===== config.mk =====
export PLATFORM = sky130hd
export DESIGN_NAME = rotated_color_key_tile_mapper_core
export DESIGN_NICKNAME = d
export VERILOG_FILES = /design/src/hdl/rckt_pkg.sv /design/src/hdl/rotated_color_key_tile_mapper_core.sv /design/src/hdl/rckt_key_table.sv
export SDC_FILE = /design/constraint.sdc
export NUM_CORES = 1
export LEC_CHECK = 0
export ABC_AREA = 0
export BUFFER_PORTS_ARGS = -buffer_cell sky130_fd_sc_hd__buf_2
export CAP_MARGIN = 30
export CORE_MARGIN = 2
export CORE_UTILIZATION = 55
export CTS_CLUSTER_SIZE = 30
export DETAILED_ROUTE_END_ITERATION = 12
export HOLD_SLACK_MARGIN = 0.15
export PLACE_DENSITY = 0.83
export SYNTH_ARGS = -nofsm -noshare
export SYNTH_HDL_FRONTEND = slang
export SYNTH_HIERARCHICAL = 1
export SYNTH_SLANG_ARGS = --single-unit

===== constraint.sdc =====
create_clock -name clk -period 11.5 [get_ports clk]
set_input_delay 2.3 -clock clk [delete_from_list [all_inputs] [get_ports clk]]
set_output_delay 2.3 -clock clk [all_outputs]
set_load 0.01 [all_outputs]

===== src/hdl/rckt_pkg.sv =====
package rckt_pkg;

  localparam int TABLE_ENTRIES = 16;
  localparam int MAX_DIM       = 1024;
  localparam int DIM_W         = 11;
  localparam int COORD_W       = 10;
  localparam int SLOT_W        = 4;
  localparam int COLOR_W       = 24;
  localparam int CALC_W        = 13;

  typedef enum logic [2:0] {
    REG_ORIENTATION  = 3'd0,
    REG_IMAGE_WIDTH  = 3'd1,
    REG_IMAGE_HEIGHT = 3'd2,
    REG_ORIGIN_X     = 3'd3,
    REG_ORIGIN_Y     = 3'd4,
    REG_GRID_WIDTH   = 3'd5,
    REG_GRID_HEIGHT  = 3'd6
  } cfg_reg_t;

  typedef enum logic [1:0] {
    ROT_0   = 2'd0,
    ROT_90  = 2'd1,
    ROT_180 = 2'd2,
    ROT_270 = 2'd3
  } rot_t;

  localparam logic MODE_LOAD  = 1'b0;
  localparam logic MODE_PIXEL = 1'b1;

  typedef struct packed {
    logic               mode;
    logic [7:0]         red;
    logic [7:0]         green;
    logic [7:0]         blue;
    logic [7:0]         alpha;
    logic [SLOT_W-1:0]  entry_slot;
    logic               entry_enable;
  } in_item_t;

  typedef struct packed {
    logic [COORD_W-1:0] tile_x;
    logic [COORD_W-1:0] tile_y;
    logic [SLOT_W-1:0]  tile_code;
  } out_item_t;

  typedef struct packed {
    logic               en;
    logic [SLOT_W-1:0]  slot;
    logic [COLOR_W-1:0] color;
    logic               valid;
  } key_wr_t;

  typedef struct packed {
    logic              hit;
    logic [SLOT_W-1:0] code;
  } key_match_t;

  localparam logic [DIM_W-1:0] MAX_DIM_V = DIM_W'(MAX_DIM);

  function automatic logic [DIM_W-1:0] image_dim(input logic [DIM_W-1:0] v);
    logic [DIM_W-1:0] r;
    if (v == '0) begin
      r = DIM_W'(1);
    end else if (v > MAX_DIM_V) begin
      r = MAX_DIM_V;
    end else begin
      r = v;
    end
    return r;
  endfunction

  function automatic logic [DIM_W-1:0] grid_dim(input logic [DIM_W-1:0] v);
    return (v > MAX_DIM_V) ? MAX_DIM_V : v;
  endfunction

endpackage


===== src/hdl/rotated_color_key_tile_mapper_core.sv =====
// Results are registered in the output buffer before they are offered on out_valid.
// Throughput: one item per cycle while in_ready is high; counters, rotation adders
// and the 16-entry parallel color compare all sit between input and output register.
// A two-deep output buffer holds one extra result; input stalls while both are full.
// Reset (rst_n low, synchronous): counters, table valid bits and output buffer
// cleared, configuration registers back to their defaults.
module rotated_color_key_tile_mapper_core (
  input  logic                 clk,
  input  logic                 rst_n,
  input  logic                 in_valid,
  output logic                 in_ready,
  input  rckt_pkg::in_item_t   in_data,
  output logic                 out_valid,
  input  logic                 out_ready,
  output rckt_pkg::out_item_t  out_data,
  input  logic                 psel,
  input  logic                 penable,
  input  logic                 pwrite,
  input  logic [4:0]           paddr,
  input  logic [31:0]          pwdata,
  output logic [31:0]          prdata,
  output logic                 pready
);

  localparam int DW = rckt_pkg::DIM_W;
  localparam int CW = rckt_pkg::COORD_W;
  localparam int XW = rckt_pkg::CALC_W;

  // configuration
  logic [1:0]    orientation_r;
  logic [DW-1:0] image_width_r, image_height_r;
  logic [CW-1:0] origin_x_r, origin_y_r;
  logic [DW-1:0] grid_width_r, grid_height_r;
  logic          cfg_wr;
  rckt_pkg::cfg_reg_t cfg_idx;

  assign pready  = 1'b1;
  assign cfg_wr  = psel && penable && pwrite;
  assign cfg_idx = rckt_pkg::cfg_reg_t'(paddr[4:2]);

  always_ff @(posedge clk) begin
    if (!rst_n) begin
      orientation_r  <= 2'd1;
      image_width_r  <= DW'(16);
      image_height_r <= DW'(16);
      origin_x_r     <= '0;
      origin_y_r     <= '0;
      grid_width_r   <= DW'(64);
      grid_height_r  <= DW'(64);
    end else if (cfg_wr) begin
      case (cfg_idx)
        rckt_pkg::REG_ORIENTATION:  orientation_r  <= pwdata[1:0];
        rckt_pkg::REG_IMAGE_WIDTH:  image_width_r  <= pwdata[DW-1:0];
        rckt_pkg::REG_IMAGE_HEIGHT: image_height_r <= pwdata[DW-1:0];
        rckt_pkg::REG_ORIGIN_X:     origin_x_r     <= pwdata[CW-1:0];
        rckt_pkg::REG_ORIGIN_Y:     origin_y_r     <= pwdata[CW-1:0];
        rckt_pkg::REG_GRID_WIDTH:   grid_width_r   <= pwdata[DW-1:0];
        rckt_pkg::REG_GRID_HEIGHT:  grid_height_r  <= pwdata[DW-1:0];
        default: ;
      endcase
    end
  end

  always_comb begin
    case (cfg_idx)
      rckt_pkg::REG_ORIENTATION:  prdata = {30'd0, orientation_r};
      rckt_pkg::REG_IMAGE_WIDTH:  prdata = {{(32-DW){1'b0}}, image_width_r};
      rckt_pkg::REG_IMAGE_HEIGHT: prdata = {{(32-DW){1'b0}}, image_height_r};
      rckt_pkg::REG_ORIGIN_X:     prdata = {{(32-CW){1'b0}}, origin_x_r};
      rckt_pkg::REG_ORIGIN_Y:     prdata = {{(32-CW){1'b0}}, origin_y_r};
      rckt_pkg::REG_GRID_WIDTH:   prdata = {{(32-DW){1'b0}}, grid_width_r};
      rckt_pkg::REG_GRID_HEIGHT:  prdata = {{(32-DW){1'b0}}, grid_height_r};
      default:                    prdata = '0;
    endcase
  end

  // input side
  logic in_fire, pixel_fire;
  logic skid_valid_r;

  assign in_ready   = !skid_valid_r;
  assign in_fire    = in_valid && in_ready;
  assign pixel_fire = in_fire && (in_data.mode == rckt_pkg::MODE_PIXEL);

  rckt_pkg::key_wr_t    key_wr;
  rckt_pkg::key_match_t key_match;
  logic [rckt_pkg::COLOR_W-1:0] pix_color;

  assign pix_color    = {in_data.red, in_data.green, in_data.blue};
  assign key_wr.en    = in_fire && (in_data.mode == rckt_pkg::MODE_LOAD);
  assign key_wr.slot  = in_data.entry_slot;
  assign key_wr.color = pix_color;
  assign key_wr.valid = in_data.entry_enable;

  rckt_key_table u_table (
    .clk   (clk),
    .rst_n (rst_n),
    .wr    (key_wr),
    .color (pix_color),
    .match (key_match)
  );

  // raster counters
  logic [CW-1:0] col_r, row_r, col_nxt, row_nxt;
  logic [DW-1:0] w_eff, h_eff, col_inc, row_inc;

  assign w_eff   = rckt_pkg::image_dim(image_width_r);
  assign h_eff   = rckt_pkg::image_dim(image_height_r);
  assign col_inc = {1'b0, col_r} + DW'(1);
  assign row_inc = {1'b0, row_r} + DW'(1);

  always_comb begin
    col_nxt = col_r;
    row_nxt = row_r;
    if (pixel_fire) begin
      if (col_inc >= w_eff) begin
        col_nxt = '0;
        row_nxt = (row_inc >= h_eff) ? '0 : row_inc[CW-1:0];
      end else begin
        col_nxt = col_inc[CW-1:0];
      end
    end
  end

  always_ff @(posedge clk) begin
    if (!rst_n) begin
      col_r <= '0;
      row_r <= '0;
    end else begin
      col_r <= col_nxt;
      row_r <= row_nxt;
    end
  end

  // rotation and grid placement, signed so an out-of-image position goes negative
  logic signed [XW-1:0] sx, sy, sw, sh, ox, oy, tx, ty, gw, gh;
  logic in_grid;

  assign sx = $signed({{(XW-CW){1'b0}}, col_r});
  assign sy = $signed({{(XW-CW){1'b0}}, row_r});
  assign sw = $signed({{(XW-DW){1'b0}}, w_eff});
  assign sh = $signed({{(XW-DW){1'b0}}, h_eff});
  assign gw = $signed({{(XW-DW){1'b0}}, rckt_pkg::grid_dim(grid_width_r)});
  assign gh = $signed({{(XW-DW){1'b0}}, rckt_pkg::grid_dim(grid_height_r)});

  always_comb begin
    case (rckt_pkg::rot_t'(orientation_r))
      rckt_pkg::ROT_90: begin
        ox = sh - XW'(1) - sy;
        oy = sx;
      end
      rckt_pkg::ROT_180: begin
        ox = sw - XW'(1) - sx;
        oy = sh - XW'(1) - sy;
      end
      rckt_pkg::ROT_270: begin
        ox = sy;
        oy = sw - XW'(1) - sx;
      end
      default: begin
        ox = sx;
        oy = sy;
      end
    endcase
  end

  assign tx = ox + $signed({{(XW-CW){1'b0}}, origin_x_r});
  assign ty = oy + $signed({{(XW-CW){1'b0}}, origin_y_r});
  assign in_grid = !tx[XW-1] && !ty[XW-1] && (tx < gw) && (ty < gh);

  logic res_valid;
  rckt_pkg::out_item_t res;

  assign res_valid     = pixel_fire && (in_data.alpha != 8'd0) && in_grid && key_match.hit;
  assign res.tile_x    = tx[CW-1:0];
  assign res.tile_y    = ty[CW-1:0];
  assign res.tile_code = key_match.code;

  // output register plus skid entry
  logic out_valid_r, pop;
  rckt_pkg::out_item_t out_data_r, skid_data_r;

  assign pop       = out_valid_r && out_ready;
  assign out_valid = out_valid_r;
  assign out_data  = out_data_r;

  always_ff @(posedge clk) begin
    if (!rst_n) begin
      out_valid_r  <= 1'b0;
      skid_valid_r <= 1'b0;
    end else if (skid_valid_r) begin
      if (pop) begin
        out_valid_r  <= 1'b1;
        skid_valid_r <= 1'b0;
      end
    end else if (res_valid) begin
      if (!out_valid_r || pop) begin
        out_valid_r <= 1'b1;
      end else begin
        skid_valid_r <= 1'b1;
      end
    end else if (pop) begin
      out_valid_r <= 1'b0;
    end
  end

  always_ff @(posedge clk) begin
    if (skid_valid_r) begin
      if (pop) begin
        out_data_r <= skid_data_r;
      end
    end else if (res_valid) begin
      if (!out_valid_r || pop) begin
        out_data_r <= res;
      end else begin
        skid_data_r <= res;
      end
    end
  end

endmodule


===== src/hdl/rckt_key_table.sv =====
module rckt_key_table (
  input  logic                          clk,
  input  logic                          rst_n,
  input  rckt_pkg::key_wr_t             wr,
  input  logic [rckt_pkg::COLOR_W-1:0]  color,
  output rckt_pkg::key_match_t          match
);

  logic [rckt_pkg::COLOR_W-1:0] key_colors_r [rckt_pkg::TABLE_ENTRIES];
  logic [rckt_pkg::TABLE_ENTRIES-1:0] key_valid_r;
  logic slot_in_range;

  assign slot_in_range = ({1'b0, wr.slot} < (rckt_pkg::SLOT_W+1)'(rckt_pkg::TABLE_ENTRIES));

  always_ff @(posedge clk) begin
    if (!rst_n) begin
      key_valid_r <= '0;
      for (int i = 0; i < rckt_pkg::TABLE_ENTRIES; i++) begin
        key_colors_r[i] <= '0;
      end
    end else if (wr.en && slot_in_range) begin
      for (int i = 0; i < rckt_pkg::TABLE_ENTRIES; i++) begin
        if ({1'b0, wr.slot} == (rckt_pkg::SLOT_W+1)'(i)) begin
          key_colors_r[i] <= wr.color;
          key_valid_r[i]  <= wr.valid;
        end
      end
    end
  end

  // lowest matching entry wins: scan from the top down
  always_comb begin
    match = '0;
    for (int i = rckt_pkg::TABLE_ENTRIES - 1; i >= 0; i--) begin
      if (key_valid_r[i] && key_colors_r[i] == color) begin
        match.hit  = 1'b1;
        match.code = rckt_pkg::SLOT_W'(i);
      end
    end
  end

endmodule


* Word level (Yosys, flattened, before mapping)
Memory sizes are Yosys's and may differ from the RTL's. Index checks and enable logic that the tools add are counted.
Cells by class: bitwise gates (word level) 19, muxes and demuxes 121, div/mod/pow operators 0, shift operators 0, magnitude comparators 8, reductions and logical operators 68, equal/unequal tests 42, add/subtract/negate cells 8, multiply operators 0
Operator list (number):
- $mux 24 | 20
- $eq 24x24->1 | 16
- $mux 5 | 16
- $pmux 13 s3 | 2
- $pmux 11 s7 | 1
- $mux 1 | 74
- $mux 11 | 6
- $reduce_and 2->1 | 24
- $gt 11x11->1 const B | 4
- $eq 4x4->1 const B | 8
- $logic_and 1x1->1 | 28
- $add 13x11->13 | 2
- $lt 13x12->1 | 2
- $sub 12x11->13 | 2
- $sub 11x1->12 const B | 2
- $add 10x1->11 const B | 2
- $ge 11x11->1 | 2
- $logic_not 11->1 | 2
- $mux 10 | 2
- $eq 4x3->1 const B | 4
- $or 1x1->1 | 16
- $eq 3x3->1 const B | 3
- $reduce_and 3->1 | 3
- $eq 4x2->1 const B | 2
- other kinds (14) | 23
Word-level totals: input bits 82, memories 1, bits in registers 152, output and inout bits 59, RAM bits 384, logic and storage cells 300, latch bits 0, bits in read-only memories 0
Memory list:
- u_table.key_colors_r | depth 16, width 24, read ports 16, clocked after Yosys merged registers in 0, wr ports 16, RTL line rckt_key_table.sv:9 | logic [rckt_pkg::COLOR_W-1:0] key_colors_r [rckt_pkg::TABLE_ENTRIES];

* Depth between registers and ports, before layout
An unclocked memory read counts as a cell.
depth in word-level cells 22, mapped depth 31, mapped depth without buffers 30

* Cells and area by module
The synthesis kept the hierarchy.
By module, submodules not included:
- rckt_key_table | area an instance 18403.9 µm², seq. area each 11851.4 µm², cells each 1429, times used 1
- rotated_color_key_tile_mapper_core | area an instance 9952.0 µm², seq. area each 3203.1 µm², cells each 1158, times used 1

* Worst setup path after synthesis
No wires, ideal clock.
path type register to register, start point register image_width_r[3], end point register out_data_r (netlist bit out_data[0]), enable pin, required time 11058 ps, setup slack 3460 ps, path buffers 1, setup time 442 ps, arrival 7598 ps, stages on the path, launching flop included 29, period minus slack after synthesis 8040 ps, cell sequence dfxtp_1 -> clkbuf_1 -> nor2_1 -> nand3_1 -> nor4_1 -> nor2_1 -> nor2_1 -> inv_1 -> ha_1 -> nor2b_1 -> a311oi_1 -> ha_1 -> o21ai_0 -> a21oi_1 -> o21a_1 -> nor2_1 -> xnor2_1 -> mux4_2 -> ha_1 -> or4_1 -> a31oi_1 -> o21ai_0 -> xor2_1 -> ha_1 -> a221oi_1 -> o2111ai_1 -> a211o_1 -> a311o_1 -> o31ai_1
On the way: longest elaborated chain between the ends 15, elaborated cells on any way between the ends 21, classes of those cells add/sub (4); order compare (3); mux (4); reduce/logical (10)
Ends and longest elaborated chain:
- start: declaration | RTL line rotated_color_key_tile_mapper_core.sv:31 | logic [DW-1:0] image_width_r, image_height_r;
- start signal: assignment | RTL line rotated_color_key_tile_mapper_core.sv:53 | rckt_pkg::REG_IMAGE_WIDTH: image_width_r <= pwdata[DW-1:0];
- $gt 11x11->1 | RTL line rckt_pkg.sv:65 | end else if (v > MAX_DIM_V) begin
- $mux 11 | RTL line rckt_pkg.sv:65
- $mux 11 (*) | RTL line rckt_pkg.sv:63 | if (v == '0) begin
- $sub 11x1->12 (*) | RTL line rotated_color_key_tile_mapper_core.sv:153, rotated_color_key_tile_mapper_core.sv:158
- $sub 12x11->13 (*) | RTL line rotated_color_key_tile_mapper_core.sv:153, rotated_color_key_tile_mapper_core.sv:158
- parallel branches: the longest is 5 deep, another holds $add 13x11->13
- $logic_and 1x1->1 (*) | RTL line rotated_color_key_tile_mapper_core.sv:169 | assign in_grid = !tx[XW-1] && !ty[XW-1] && (tx < gw) && (ty < gh);
- $logic_and 1x1->1 (*) (2 in a row) | RTL line rotated_color_key_tile_mapper_core.sv:174 | assign res_valid = pixel_fire && (in_data.alpha != 8'd0) && in_grid && key_match.hit;
- $reduce_bool 2->1 (no line) (*)
- $reduce_and 3->1 (no line) (*)
- end signal: assignment | RTL line rotated_color_key_tile_mapper_core.sv:210 | out_data_r <= skid_data_r;
- end signal: assignment | RTL line rotated_color_key_tile_mapper_core.sv:214 | out_data_r <= res;
- end: declaration | RTL line rotated_color_key_tile_mapper_core.sv:181 | rckt_pkg::out_item_t out_data_r, skid_data_r;
Mark *: on every way between the ends. A chain may end at the register's enable or synchronous reset.

* Final worst setup path
start point register image_width_r[3], end point register out_data_r (netlist bit out_data[5]), enable pin
The elaborated chain is that of the path after synthesis.

==> flow_summary_export.csv <==
group,metric,value,unit
power,switching_share,24.9,%
timing,hold_ws,477,ps
routing,postRouteAntennaNets,0,
clocking,worstSkewPairLatency,640,ps
global_routing,grt_overflow_total,0,
final_layout,multi_input_area,12200,um2
place,dp.cells,3228,
logic_synthesis,synth-main-ff-cell,"edfxtp_1",
clocking,hold_buffers,0,
timing,final-max-slew-violation-count,0,
global_routing,antenna_found_initial,4,
logic_synthesis,yosys_warnings,6,
power,comb_power_share,10.5,%
timing,timing.final.crit_share,67.7,%
floorplanning,num_rows,83,
timing,max_freq,128,MHz
floorplanning,die_h,231,um
critical_path,critPathKind,"reg2reg",
timing,period_needed,7790,ps
place,place_congestion,0.948,
clocking,clock-root-buffer,"clkbuf_16",
clocking,cts.reportedPaths.clkPinSlew,60,ps
routing,drt-pass1-iter-count,6,
power,clkPwrFrac,40.0,%
clocking,cts_tree,"done",
routing,drcViolationCount,0,
routing,first_iter_violations,3034,
clocking,cts_buffer_depth,3,
logic_synthesis,ys_ff_latch,536,
logic_synthesis,ys_types,75,
global_routing,grt_start_max_net_pins,72,
min_path,hp-start,"grid_width_r[2]$_SDFFE_PN0P_",
critical_path,cpPeakStageDelay,540,ps
final_layout,fin_cells,3336,
power,total_power,4.53,mW
final_layout,fin_nets,2778,
floorplanning,core-area,51100,um2
timing,setup_tns,0,ps
floorplanning,start_util,55.5,%
final_layout,drive_gt1_share,9.88,%
critical_path,r2r-start,"image_width_r[3]$_SDFFE_PN0P_",
routing,wirelength,80100,um
clocking,numCtsBuffers,56,
critical_path,critical_path_arrival,8070,ps
power,pwr-share-seq,49.5,%
power,power.internal,3.40,mW
routing,wl_per_cell,24.0,um
min_path,hold_path_depth,2,
final_layout,nFillCells,3890,
clocking,cts_sinks,536,
place,port_buffers,95,
floorplanning,die_w,231,um
critical_path,ff2ff_setup_slack,3710,ps
job,maxCapViolations,0,
min_path,min_to,"grid_width_r[2]$_SDFFE_PN0P_",
timing,rsz0062_at_grt,"no",
power,p_switching,1.13,mW
timing,slew_headroom,29.1,%
outcome,status,"finished, final reports clean",
clocking,post-cts-setup-buffers,0,
timing,hold_viol,0,
power,p_leak,11.3,nW
timing,skew,67.1,ps
power,ir_worst_vdd,0.147,mV
clocking,cts.htree.levels,2,
final_layout,layout_commonest_cell,"edfxtp_1",
global_routing,grt_pass1_wl,117000,um
clocking,cts_resized,0,
place,post-dp-hpwl,51600,um
logic_synthesis,synth_edf_count,432,
logic_synthesis,postSynthCellCount,2587,
routing,wl_met2,36800,um
final_layout,area.sequential,15100,um2
critical_path,worstSetupStartpointType,"flop",
routing,drt-met1-wl,29600,um
floorplanning,dieArea,53400,um2
logic_synthesis,avgSynthCellArea,11.0,um2
routing,num_vias,20600,
critical_path,r2r_cells,30,
final_layout,syn_to_final_growth,9.11,%
critical_path,cp.required,11780,ps
logic_synthesis,synth_seq_area_share,53.1,%
critical_path,cp_slowest_cell,"or4_1",
critical_path,cp_max_fo,24,
routing,routed_via_density,6.18,
critical_path,worstSetupEndpointType,"flop",
global_routing,grt_pass1_vias,19900,
global_routing,grtUsageTotal,29.4,%
floorplanning,ioPinCount,141,
logic_synthesis,synth_area,28400,um2
routing,dr_wl_met3,10300,um
timing,max_slew.worst_pin.slew,1060,ps
min_path,hold_class,"reg2reg",
timing,setup_viol,0,
logic_synthesis,synth_async_sr_flop_share,0,%
routing,maxUsedRoutingLayer,"met4",
final_layout,mostFrequentLayoutCells,"edfxtp_1, nor2_1, nand2_1",
power,powerDensity,147,nW/um2
critical_path,reg2reg_to,"out_data[5]$_DFFE_PP_",
critical_path,path_common_cell,"nor2_1",
## worst max-delay path: cells and delay by family, from the launching register on
kind / cells / cell delay [ps]
compound gates: 11 / 2820
simple gates: 10 / 1960
fa+ha+maj: 4 / 930
mux: 1 / 490
buf+inv: 2 / 420
flops: 1 / 420
xor+xnor: 2 / 380
## through the flow
stage / util (%) / setup slack (ps) / cell area, um2
finish: 60.6 / 3710 / 30900
global route: 60.5 / 3200 / 30900
CTS: 60.5 / 3760 / 30900
detailed placement: 56.9 / 3810 / 29100
global placement: 56.7 / 3880 / 29000
floorplan: - / 3460 / 28400
## synth_stat cells (12+ instances only)
library cell,count,area [um2]
edfxtp_1,432,13000
nor2_1,340,1280
nand2_1,256,961
xor2_1,233,2040
xnor2_1,205,1800
dfxtp_1,104,2080
clkbuf_1,97,364
ha_1,85,1060
a21oi_1,82,410
inv_1,69,259
nand4_1,63,394
nor4_1,58,363
mux2i_1,53,531
o21ai_0,49,245
nor3_1,43,215
nand3_1,42,210
buf_4,38,285
nor2b_1,31,194
a21o_1,26,195
mux2_2,21,236
buf_6,19,214
o21a_1,19,143
buf_2,13,65.1
mux4_2,13,293
o211ai_1,13,97.6
buf_1,12,45.0
## power by group through the flow
stage	Sequential, mW	Clock, mW	Combinational, mW
after global placement	2.28	0	0.438
after global routing	2.25	1.90	0.505
final	2.25	1.81	0.476
after floorplan	2.27	0	0.330
after detailed placement	2.28	0	0.456
after CTS	2.24	1.82	0.462
## cell families (layout without fill, tap and decap cells)
group,count (synthesis),after routing,share of synthesized area [%]
simple gates,892,892,14.4
flops,536,536,53.1
xor+xnor,438,438,13.5
compound gates,289,289,6.76
buf+inv,254,300,4.47
fa+ha+maj,89,89,4.03
mux,87,87,3.74
other cells,2,25,0.0265
## how the worst max path moves through the flow
stage,from,end,cells past startpoint
2_1_floorplan,image_width_r[3]$_SDFFE_PN0P_,out_data[0]$_DFFE_PP_,28
3_3_place_gp,image_width_r[3]$_SDFFE_PN0P_,out_data[15]$_DFFE_PP_,30
3_5_place_dp,image_width_r[3]$_SDFFE_PN0P_,out_data[15]$_DFFE_PP_,30
4_1_cts,image_width_r[3]$_SDFFE_PN0P_,out_data[5]$_DFFE_PP_,30
5_1_grt,image_width_r[3]$_SDFFE_PN0P_,skid_data_r[19]$_DFFE_PP_,31
6_report,image_width_r[3]$_SDFFE_PN0P_,out_data[5]$_DFFE_PP_,30
## flip-flops by register name (all words and copies together) (netlist names)
register and cells:
col_r 10, grid_height_r 11, grid_width_r 11, image_height_r 11, image_width_r 11, orientation_r 2
origin_x_r 10, origin_y_r 10, out_data 24, out_valid 1, row_r 10, skid_data_r 24
skid_valid_r 1, u_table/key_colors_r 384, u_table/key_valid_r 16
## final cells by class
type	count	share of cell area, %
well taps	680	2.75
inverters	74	0.898
diodes	3	0.0243
multi-input cells	1817	39.3
flip-flops and latches	536	48.7
clock inverters	32	1.12
clock buffers	72	4.86
repair buffers	122	2.41
## metal layers
layer | track usage [%] | up-vias
met2 | 46.7 | 1398
li1 | - | 9058
met3 | 6.71 | 244
met1 | 38.9 | 9927
met4 | 12.4 | 0
met5 | 0 | -
Power figures use the tool's default switching activity.
